==> config.mk <==
export PLATFORM = sky130hd
export DESIGN_NAME = button_debounce_click_classifier
export DESIGN_NICKNAME = d
export VERILOG_FILES = /design/src/rtl/bdcc_pkg.sv /design/src/rtl/button_debounce_click_classifier.sv
export SDC_FILE = /design/constraint.sdc
export NUM_CORES = 1
export LEC_CHECK = 0
export BUFFER_PORTS_ARGS = -buffer_cell sky130_fd_sc_hd__buf_2
export CORE_AREA = 2 2 184 186
export DETAILED_ROUTE_END_ITERATION = 16
export DIE_AREA = 0 0 186 188
export PLACE_DENSITY_LB_ADDON = 0.2
export SLEW_MARGIN = 20
export SYNTH_ARGS = -nofsm -noshare
export SYNTH_HDL_FRONTEND = slang
export SYNTH_SLANG_ARGS = --single-unit
==> constraint.sdc <==
create_clock -name clk -period 13.7 [get_ports clk]
set_input_delay 1.37 -clock clk [delete_from_list [all_inputs] [get_ports clk]]
set_output_delay 1.37 -clock clk [all_outputs]
set_load 0.02 [all_outputs]
==> src/rtl/bdcc_pkg.sv <==
// ---------------------------------------------------------------------------
// bdcc_pkg
// Widths, register indexes, reset values, pin levels and result struct.
// ---------------------------------------------------------------------------
package bdcc_pkg;

  localparam int unsigned TS_W      = 32;  // millisecond timestamp
  localparam int unsigned CFG_W     = 16;  // configuration register width
  localparam int unsigned CFG_IDX_W = 8;   // configuration index width

  // Register indexes
  localparam logic [CFG_IDX_W-1:0] REG_DEBOUNCE  = 8'd0;
  localparam logic [CFG_IDX_W-1:0] REG_SHORT_MAX = 8'd1;
  localparam logic [CFG_IDX_W-1:0] REG_LONG      = 8'd2;

  // Register reset values
  localparam logic [CFG_W-1:0] DEBOUNCE_RST  = 16'd15;
  localparam logic [CFG_W-1:0] SHORT_MAX_RST = 16'd1500;
  localparam logic [CFG_W-1:0] LONG_RST      = 16'd2500;

  // Pin levels (active low)
  localparam logic LVL_PRESSED  = 1'b0;
  localparam logic LVL_RELEASED = 1'b1;

  // One result
  typedef struct packed {
    logic press;
    logic fast_click;
    logic release_ev;
    logic slow_click;
    logic stable_level;
  } res_t;

endpackage

==> src/rtl/button_debounce_click_classifier.sv <==
// ---------------------------------------------------------------------------
// Button debounce click classifier
// Debounces an active-low button poll stream and flags press, release,
// fast click and slow click events.
// ---------------------------------------------------------------------------
// Usage:
//  - Input channel (in_valid / in_stall): one poll per request, the raw pin
//    level and the millisecond timestamp of that poll.
//  - Result channel (out_valid / out_stall): exactly one result per poll,
//    in poll order, carrying the four event flags and the debounced level.
//  - Config channel (cfg_valid / cfg_ready): writes debounce_ms (index 0),
//    short_max_ms (1) and long_ms (2); other indexes are dropped. Only the
//    low 16 bits matter. Write only while no request is in flight.
//  - Flow: input register, then result register, which drives out_valid
//    and holds the result until taken. Throughput: one request per cycle
//    while the result is not stalled. The 32-bit timestamp subtract and
//    compare against registered state set the clock speed, not the rate.
//  - Stall: a stalled result holds; the input register still fills, and
//    in_stall rises only once both stages hold a request.
//  - Reset (rst_n low, synchronous): registers back to 15 / 1500 / 2500,
//    debounced and raw levels to released, timers disarmed, pipe empty.
// ---------------------------------------------------------------------------
module button_debounce_click_classifier (
  input  logic                          clk,
  input  logic                          rst_n,
  // poll input
  input  logic                          in_valid,
  output logic                          in_stall,
  input  logic                          in_pin_level,
  input  logic [bdcc_pkg::TS_W-1:0]     in_now_ms,
  // results
  output logic                          out_valid,
  input  logic                          out_stall,
  output logic                          out_press_event,
  output logic                          out_fast_click_event,
  output logic                          out_release_event,
  output logic                          out_slow_click_event,
  output logic                          out_stable_level,
  // configuration
  input  logic                          cfg_valid,
  output logic                          cfg_ready,
  input  logic [bdcc_pkg::CFG_IDX_W-1:0] cfg_index,
  input  logic [bdcc_pkg::CFG_W-1:0]    cfg_data
);

  import bdcc_pkg::*;

  // Config registers
  logic [CFG_W-1:0] debounce_r, short_max_r, long_r;

  // Input stage
  logic            s1_valid_r;
  logic            s1_level_r;
  logic [TS_W-1:0] s1_now_r;

  // Classifier state
  logic            raw_last_r,     raw_last_nxt;
  logic            pending_r,      pending_nxt;
  logic [TS_W-1:0] settle_start_r, settle_start_nxt;
  logic            stable_r,       stable_nxt;
  logic            armed_r,        armed_nxt;
  logic [TS_W-1:0] press_start_r,  press_start_nxt;

  // Result stage
  logic out_valid_r;
  res_t res_r, res_nxt;

  logic out_free;   // result register can take the input stage this cycle
  logic advance;    // request moves from input stage to result stage
  logic in_take;

  // Compute terms
  logic            raw_chg, pend, settle, edge_seen, press, armed_mid;
  logic [TS_W-1:0] start_sel, pstart_sel;
  logic [TS_W-1:0] settle_age, hold_age, long_age;

  assign out_free  = !out_valid_r || !out_stall;
  assign advance   = s1_valid_r && out_free;
  assign in_stall  = s1_valid_r && !out_free;
  assign in_take   = in_valid && !in_stall;
  assign cfg_ready = 1'b1;

  // --- per-poll classification (one pass) ---
  always_comb begin
    raw_chg    = (s1_level_r != raw_last_r);
    pend       = raw_chg || pending_r;
    start_sel  = raw_chg ? s1_now_r : settle_start_r;
    settle_age = s1_now_r - start_sel;
    // zero debounce settles on the very poll that changed the level
    settle     = pend && (settle_age >= TS_W'(debounce_r));

    stable_nxt   = settle ? s1_level_r : stable_r;
    raw_last_nxt = s1_level_r;
    pending_nxt  = pend && !settle;
    settle_start_nxt = start_sel;

    edge_seen  = (stable_nxt != stable_r);
    press      = edge_seen && (stable_nxt == LVL_PRESSED);
    pstart_sel = press ? s1_now_r : press_start_r;
    press_start_nxt = pstart_sel;

    // hold time measured against the press start held before this poll
    hold_age   = s1_now_r - press_start_r;
    long_age   = s1_now_r - pstart_sel;

    if (press) begin
      armed_mid = 1'b1;
    end else if (edge_seen) begin
      armed_mid = 1'b0;
    end else begin
      armed_mid = armed_r;
    end

    res_nxt.press        = press;
    res_nxt.release_ev   = edge_seen && (stable_nxt == LVL_RELEASED);
    res_nxt.fast_click   = res_nxt.release_ev && (hold_age <= TS_W'(short_max_r));
    // zero long time fires on the press poll itself
    res_nxt.slow_click   = armed_mid && (long_age >= TS_W'(long_r));
    res_nxt.stable_level = stable_nxt;
    armed_nxt            = armed_mid && !res_nxt.slow_click;
  end

  // --- config registers ---
  always_ff @(posedge clk) begin
    if (!rst_n) begin
      debounce_r  <= DEBOUNCE_RST;
      short_max_r <= SHORT_MAX_RST;
      long_r      <= LONG_RST;
    end else if (cfg_valid && cfg_ready) begin
      unique case (cfg_index)
        REG_DEBOUNCE:  debounce_r  <= cfg_data;
        REG_SHORT_MAX: short_max_r <= cfg_data;
        REG_LONG:      long_r      <= cfg_data;
        default: ;     // unknown index dropped
      endcase
    end
  end

  // --- input stage ---
  always_ff @(posedge clk) begin
    if (!rst_n) begin
      s1_valid_r <= 1'b0;
    end else if (in_take) begin
      s1_valid_r <= 1'b1;
    end else if (advance) begin
      s1_valid_r <= 1'b0;
    end
  end

  always_ff @(posedge clk) begin
    if (in_take) begin
      s1_level_r <= in_pin_level;
      s1_now_r   <= in_now_ms;
    end
  end

  // --- classifier state, updated as a request leaves the input stage ---
  always_ff @(posedge clk) begin
    if (!rst_n) begin
      raw_last_r     <= LVL_RELEASED;
      pending_r      <= 1'b0;
      settle_start_r <= '0;
      stable_r       <= LVL_RELEASED;
      armed_r        <= 1'b0;
      press_start_r  <= '0;
    end else if (advance) begin
      raw_last_r     <= raw_last_nxt;
      pending_r      <= pending_nxt;
      settle_start_r <= settle_start_nxt;
      stable_r       <= stable_nxt;
      armed_r        <= armed_nxt;
      press_start_r  <= press_start_nxt;
    end
  end

  // --- result stage ---
  always_ff @(posedge clk) begin
    if (!rst_n) begin
      out_valid_r <= 1'b0;
    end else if (out_free) begin
      out_valid_r <= s1_valid_r;
    end
  end

  always_ff @(posedge clk) begin
    if (advance) begin
      res_r <= res_nxt;
    end
  end

  assign out_valid            = out_valid_r;
  assign out_press_event      = res_r.press;
  assign out_fast_click_event = res_r.fast_click;
  assign out_release_event    = res_r.release_ev;
  assign out_slow_click_event = res_r.slow_click;
  assign out_stable_level     = res_r.stable_level;

endmodule

# Yosys cells after proc, flatten, opt, wreduce, memory -nomap -nowiden
# Index checks and enable logic that the tools add are counted.
dict set report word_totals {
  register_bits 156
  latchBits 0
  mem_bits_rw 0
  mem_bits_ro 0
  inputBits 62
  word_cells 59
  n_memories 0
}
dict set report classes {
  n_addsub 3
  n_mul 0
  div_mod_pow 0
  magnitude_cmp 3
  n_eq_ne 4
  shift 0
  muxes 7
  n_bitwise 1
  n_reduce_logical 23
}
# op count
set op_table {}
lappend op_table {{$sub 32x32->32} 3}
lappend op_table {{$ge 32x16->1} 2}
lappend op_table {{$mux 32} 2}
lappend op_table {{$le 32x16->1} 1}
lappend op_table {{$logic_and 1x1->1} 10}
lappend op_table {{$eq 8x1->1 const B} 1}
lappend op_table {{$eq 8x2->1 const B} 1}
lappend op_table {{$logic_not 8->1} 1}
lappend op_table {{$logic_not 1->1} 6}
lappend op_table {{$reduce_and 2->1} 3}
lappend op_table {{$mux 1} 5}
lappend op_table {{$logic_or 1x1->1} 2}
lappend op_table {{$ne 1x1->1} 2}
lappend op_table {{$reduce_bool 2->1} 1}
lappend op_table {{$not 1->1} 1}

# Longest topological paths before layout
dict set report depth {
  word_depth 14
  depth_mapped 56
  depth_no_buf 49
}

# Worst setup path before layout
# No wires, ideal clock.
dict set report synth_timing {
  kind {register to register}
  startpoint {reg s1_level_r (netlist: raw_last_nxt)}
  endpoint {reg armed_r}
  setup_ns 0.088
  arrival_time_ns 10.543
  path_slack_ns 3.069
  path_stages_with_launch 55
  n_path_buf 7
  period_less_slack_ns 10.631
  path_cell_list {edfxtp_1 > buf_2 > xnor2_1 > buf_6 > clkbuf_1 > clkbuf_1 > o21ai_0 > ha_1 > inv_1 > ha_1 > a21oi_1 > o22a_1 > a211o_1 > and2_1 > o221a_2 > o21bai_1 > a21oi_1 > xnor2_1 > [... 19 more ...] > o21bai_1 > o211ai_1 > a21oi_1 > o21ai_0 > a21oi_1 > o21bai_1 > a21oi_1 > xnor2_1 > ha_1 > a211o_1 > nor4_1 > o2111ai_1 > or3_1 > a211oi_1 > nand4_1 > nor4_1 > nor2_1 > a311oi_2}
}
dict set report synth_between {
  elab_chain_len 14
  elab_cells_between_ends 18
  cone_classes {2 x add/sub; 2 x order compare; 2 x eq/ne; 5 x mux; 1 x bitwise; 6 x reduce/logical}
}
# item line
set synth_rtl {}
lappend synth_rtl {{start: declaration} button_debounce_click_classifier.sv:53} ;# logic s1_level_r;
lappend synth_rtl {{start signal: assignment} button_debounce_click_classifier.sv:152} ;# s1_level_r <= in_pin_level;
lappend synth_rtl {{$ne 1x1->1 *} button_debounce_click_classifier.sv:85} ;# raw_chg = (s1_level_r != raw_last_r);
lappend synth_rtl {{$mux 32 *} button_debounce_click_classifier.sv:87} ;# start_sel = raw_chg ? s1_now_r : settle_start_r;
lappend synth_rtl {{net settle_start_nxt[0]} button_debounce_click_classifier.sv:59} ;# logic [TS_W-1:0] settle_start_r, settle_start_nxt;
lappend synth_rtl {{$sub 32x32->32 *} button_debounce_click_classifier.sv:88} ;# settle_age = s1_now_r - start_sel;
lappend synth_rtl {{$ge 32x16->1 *} button_debounce_click_classifier.sv:90} ;# settle = pend && (settle_age >= TS_W'(debounce_r));
lappend synth_rtl {{$logic_and 1x1->1 *} button_debounce_click_classifier.sv:90}
lappend synth_rtl {{$mux 1 *} button_debounce_click_classifier.sv:92} ;# stable_nxt = settle ? s1_level_r : stable_r;
lappend synth_rtl {{$ne 1x1->1 or $not 1->1 (tied branches)} {button_debounce_click_classifier.sv:97, button_debounce_click_classifier.sv:98}}
lappend synth_rtl {{$logic_and 1x1->1 *} button_debounce_click_classifier.sv:98} ;# press = edge_seen && (stable_nxt == LVL_PRESSED);
lappend synth_rtl {{net press} button_debounce_click_classifier.sv:73} ;# logic raw_chg, pend, settle, edge_seen, press, armed_mid;
lappend synth_rtl {{$mux 32} button_debounce_click_classifier.sv:99} ;# pstart_sel = press ? s1_now_r : press_start_r;
lappend synth_rtl {{$sub 32x32->32} button_debounce_click_classifier.sv:104} ;# long_age = s1_now_r - pstart_sel;
lappend synth_rtl {{$ge 32x16->1} button_debounce_click_classifier.sv:118} ;# res_nxt.slow_click = armed_mid && (long_age >= TS_W'(long_r));
lappend synth_rtl {{$logic_and 1x1->1} button_debounce_click_classifier.sv:118}
lappend synth_rtl {{$logic_not 1->1} button_debounce_click_classifier.sv:120} ;# armed_nxt = armed_mid && !res_nxt.slow_click;
lappend synth_rtl {{$logic_and 1x1->1 *} button_debounce_click_classifier.sv:120}
lappend synth_rtl {{end signal: assignment} button_debounce_click_classifier.sv:171} ;# armed_r <= armed_nxt;
lappend synth_rtl {{end: declaration} button_debounce_click_classifier.sv:61} ;# logic armed_r, armed_nxt;
# The timed path passes the listed nets; every way through them passes the cells marked *.
# A chain may end at the register's enable or synchronous reset.

# Worst setup path in the final report
dict set report layout_timing {
  startpoint {reg s1_level_r (netlist: raw_last_nxt)}
  endpoint {reg armed_r}
}
dict set report layout_between {
  elab_chain_len 14
  elab_cells_between_ends 18
  cone_classes {2 x add/sub; 2 x order compare; 2 x eq/ne; 5 x mux; 1 x bitwise; 6 x reduce/logical}
}
# item line
set layout_rtl {}
lappend layout_rtl {{$ne 1x1->1 *} button_debounce_click_classifier.sv:85}
lappend layout_rtl {{$mux 32 *} button_debounce_click_classifier.sv:87}
lappend layout_rtl {{net settle_start_nxt[0]} button_debounce_click_classifier.sv:59}
lappend layout_rtl {{$sub 32x32->32 *} button_debounce_click_classifier.sv:88}
lappend layout_rtl {{$ge 32x16->1 *} button_debounce_click_classifier.sv:90}
lappend layout_rtl {{$logic_and 1x1->1 *} button_debounce_click_classifier.sv:90}
lappend layout_rtl {{$mux 1 *} button_debounce_click_classifier.sv:92}
lappend layout_rtl {{$ne 1x1->1 or $not 1->1 (tied branches)} {button_debounce_click_classifier.sv:97, button_debounce_click_classifier.sv:98}}
lappend layout_rtl {{$logic_and 1x1->1 *} button_debounce_click_classifier.sv:98}
lappend layout_rtl {{net press} button_debounce_click_classifier.sv:73}
lappend layout_rtl {{$mux 32 *} button_debounce_click_classifier.sv:99}
lappend layout_rtl {{net press_start_nxt[0]} button_debounce_click_classifier.sv:62} ;# logic [TS_W-1:0] press_start_r, press_start_nxt;
lappend layout_rtl {{$sub 32x32->32 *} button_debounce_click_classifier.sv:104}
lappend layout_rtl {{$ge 32x16->1 *} button_debounce_click_classifier.sv:118}
lappend layout_rtl {{$logic_and 1x1->1 *} button_debounce_click_classifier.sv:118}
lappend layout_rtl {{$logic_not 1->1 *} button_debounce_click_classifier.sv:120}
lappend layout_rtl {{$logic_and 1x1->1 *} button_debounce_click_classifier.sv:120}
# Marked as above.

==> summary.md <==
| Metric | Value |
|---|---|
| Outcome | finished, final reports clean |
| Final Critical Period | 11.07 ns |
| Slowest CP cell | ha_2 |
| Setup-failing EPs final | 0 |
| Final Net Count | 1863 |
| Syn Area/Cell | 7.918 um^2 |
| Final Non-Filler Cells | 2130 |
| Worst-path maximum fanout | 29 |
| Largest net degree at the start of global routing | 101 |
| 1st-iter DRT viols | 834 |
| Seq/Total Area, Yosys | 26.93% |
| Number of global-route vias before repair | 11.41k |
| Crit end category | flip-flop |
| Die area | 34970 um^2 |
| Worst Path Required | 14.05 ns |
| DP HPWL | 30.03 mm |
| Hold buffer count at cts | 0 |
| Post-Syn Nets | 1837 |
| Clock latency on the worst-skew pair | 0.45 ns |
| Ys flop type | dfxtp_1 |
| Height of the die | 188 um |
| Reg clk slew, reported paths | 0.07 ns |
| Initial antenna violation count | 0 |
| CTS sink cnt | 156 |
| Clk network pwr share | 25.4% |
| P&R area growth vs syn | 9.858% |
| Slack of the worst reg-to-reg path | 2.63 ns |
| Slew @ Worst Pin | 0.8765 ns |
| Sw Ratio | 40.52% |
| Diode count | 0 |
| Class of the worst hold path | reg -> reg |
| Critical Path Start | raw_last_nxt |
| Final WL | 38.67 mm |
| Worst Skew | 0.01484 ns |
| Post-CTS Setup Repair Bufs | 0 |
| Final Power | 1.766 mW |
| R2r endpoint | armed_r |
| Area of the multi-input gates | 8781 um^2 |
| Sequential power share | 29.7% |
| Distinct cells, synth | 84 |
| VDD IR-drop max | 0.09726 mV |
| Max_cap viols | 0 |
| Critical path launch point type | flip-flop |
| Critical path class | reg -> reg |
| Grt ovf | 0 |
| Seq. cell area | 3503 um^2 |
| Final Max Slew Viols | 0 |
| Slew headroom | 41.35% |
| R2R depth | 50 |
| DP Cell Count | 2098 |
| RR Startpoint | raw_last_nxt |
| Int Power | 1.051 mW |
| Placer Congestion | 0.9012 |
| PortBufs | 68 |
| Logic gate share of total power | 44.9% |
| Bufs on Longest Clock Path | 2 |
| Hold path depth | 2 |
| Starting Density | 39.29% |
| Cell Pwr Density | 123.6 nW/um^2 |
| Residual DRC | 0 |
| Core ar. | 33110 um^2 |
| Drt first pass iters | 6 |
| F_max | 90.36 MHz |
| LEAKAGE | 5.694 nW |
| RSZ-0062 raised after global routing | false |
| Crit path DAT | 11.42 ns |
| GR Util All Layers | 22.67% |
| Crit share post-route | 80.78% |
| Final Hold Viols | 0 |
| Vias per cell | 5.685 |
| Mapped Area | 13010 um^2 |
| Area post-placement | 13740 um^2 |
| Synth warn | 0 |
| Largest stage delay, worst path | 0.61 ns |
| Yosys reg bits | 156 |
| Die W | 186 um |
| Vias | 12.11k |
| First-pass GRT wire length | 61.96 mm |
| Fillcell total | 3420 |
| Post-CTS sizing | 0 |
| Inserted Clock Buffers | 17 |
| Root Driver | clkbuf_16 |
| Net Sw Power | 0.7157 mW |
| Most used cell, CP | a21oi_1 |
| CTS HTree Levels | 4 |
| FFs w/ async S/R, synth | 0% |
| Worst setup path endpoint | armed_r |
| Total negative slack | 0 ns |
| CTS tree | done |
| Synth Instances | 1643 |
| Average routed wire per standard cell | 18.15 um |
| Final Instance Area | 14290 um^2 |
| Rows | 67 |
| Routed Antenna Nets | 0 |
| Fraction of layout cells with a size suffix above 1 | 8.264% |
| Post-synth EDFFs | 38 |
| I/O Pins | 70 |
## synth_stat cells, drive strengths merged (38+ instances only)
library cell | count | area, um^2
clkbuf | 57 | 214.0
inv | 135 | 506.7
ha | 130 | 1627
o21ai | 71 | 355.3
xnor2 | 43 | 376.6
a211oi | 62 | 465.5
mux2i | 54 | 540.5
a21oi | 145 | 725.7
edfxtp | 38 | 1141
nand2 | 199 | 747.0
dfxtp | 118 | 2362
nor2 | 130 | 488.0
a21o | 40 | 300.3
## stage by stage
step / utilization (%) / hold slack (ns) / setup WS [ns]
floorplan: - / 0.4363 / 3.069
global placement: 41.50 / 0.4442 / 3.133
detailed placement: 41.50 / 0.4472 / 2.743
CTS: 43.13 / 0.4567 / 2.692
global route: 43.16 / 0.4783 / 1.799
finish: 43.16 / 0.4554 / 2.633
## final cells by class
| type | count | area share, % |
|---|---|---|
| timing repair buffer | 75 | 2.775 |
| clock buffer | 18 | 3.003 |
| inverter | 135 | 3.563 |
| clock inverter | 14 | 0.7879 |
| tap | 448 | 3.922 |
| multi-input combinational | 1284 | 61.44 |
| sequential | 156 | 24.51 |
## critical path: cells and delay by family, from the launching register on
family / cells / cell delay [ns]
compound gates: 24 / 4.36
simple gates: 14 / 2.79
fa+ha+maj: 7 / 2.16
flops: 1 / 0.55
mux: 1 / 0.41
buf+inv: 2 / 0.36
xor+xnor: 2 / 0.31
## registers in the layout (all words and copies together), names as in the netlist, 16 cells and up
name,flops
short_max_r,16
debounce_r,16
settle_start_r,32
press_start_r,32
long_r,16
s1_now_r,32
## cells by family after synthesis
kind of cell | after synthesis | synth area share [%]
AOI/OAI and AO/OA | 494 | 25.77
xor gates and xnor gates | 68 | 4.578
adders and majority gates | 140 | 13.43
buffers and inverters | 203 | 5.982
DFF | 156 | 26.93
muxes | 56 | 4.328
other | 1 | 0.02882
and+or+nand+nor | 525 | 18.96
## power by group through the flow
stage               combinational (mW)  clock (mW)  sequential, mW
finish                           0.792       0.449           0.525
detailed placement               0.782           0           0.535
floorplan                        0.600           0           0.522
global placement                 0.775           0           0.535
global route                     0.886       0.483           0.528
CTS                              0.787       0.463           0.525
## how the worst min path moves through the flow
stage | startpoint | to | slack [ns]
3_3_place_gp | long_r[3] | long_r[3] | 0.44
3_5_place_dp | debounce_r[10] | debounce_r[10] | 0.45
4_1_cts | debounce_r[10] | debounce_r[10] | 0.46
5_1_grt | long_r[13] | long_r[13] | 0.48
6_report | debounce_r[10] | debounce_r[10] | 0.46
2_1_floorplan | debounce_r[10] | debounce_r[10] | 0.44
## layout by cell type (no fill, tap or decap), types with 38 or more instances in the layout
cell type,Yosys,layout
dfxtp_1,118,118
a211oi_1,62,62
buf_2,4,68
o21ai_0,70,70
ha_1,130,129
a21oi_1,145,145
mux2i_1,54,54
nand2_1,199,199
nor2_1,130,130
a21o_1,40,40
edfxtp_1,38,38
xnor2_1,43,42
inv_1,134,133
## per-layer routing
layer | up-vias | global-route usage [%] | share of wire [%]
li1 | 6030 | - | -
met1 | 5750 | 32.08 | 49
met2 | 278 | 35.27 | 45
met3 | 50 | 3.399 | 4.1
met4 | 0 | 7.147 | 2.4
met5 | - | 0 | 0
Note: power is estimated with default switching activity, not from simulation.
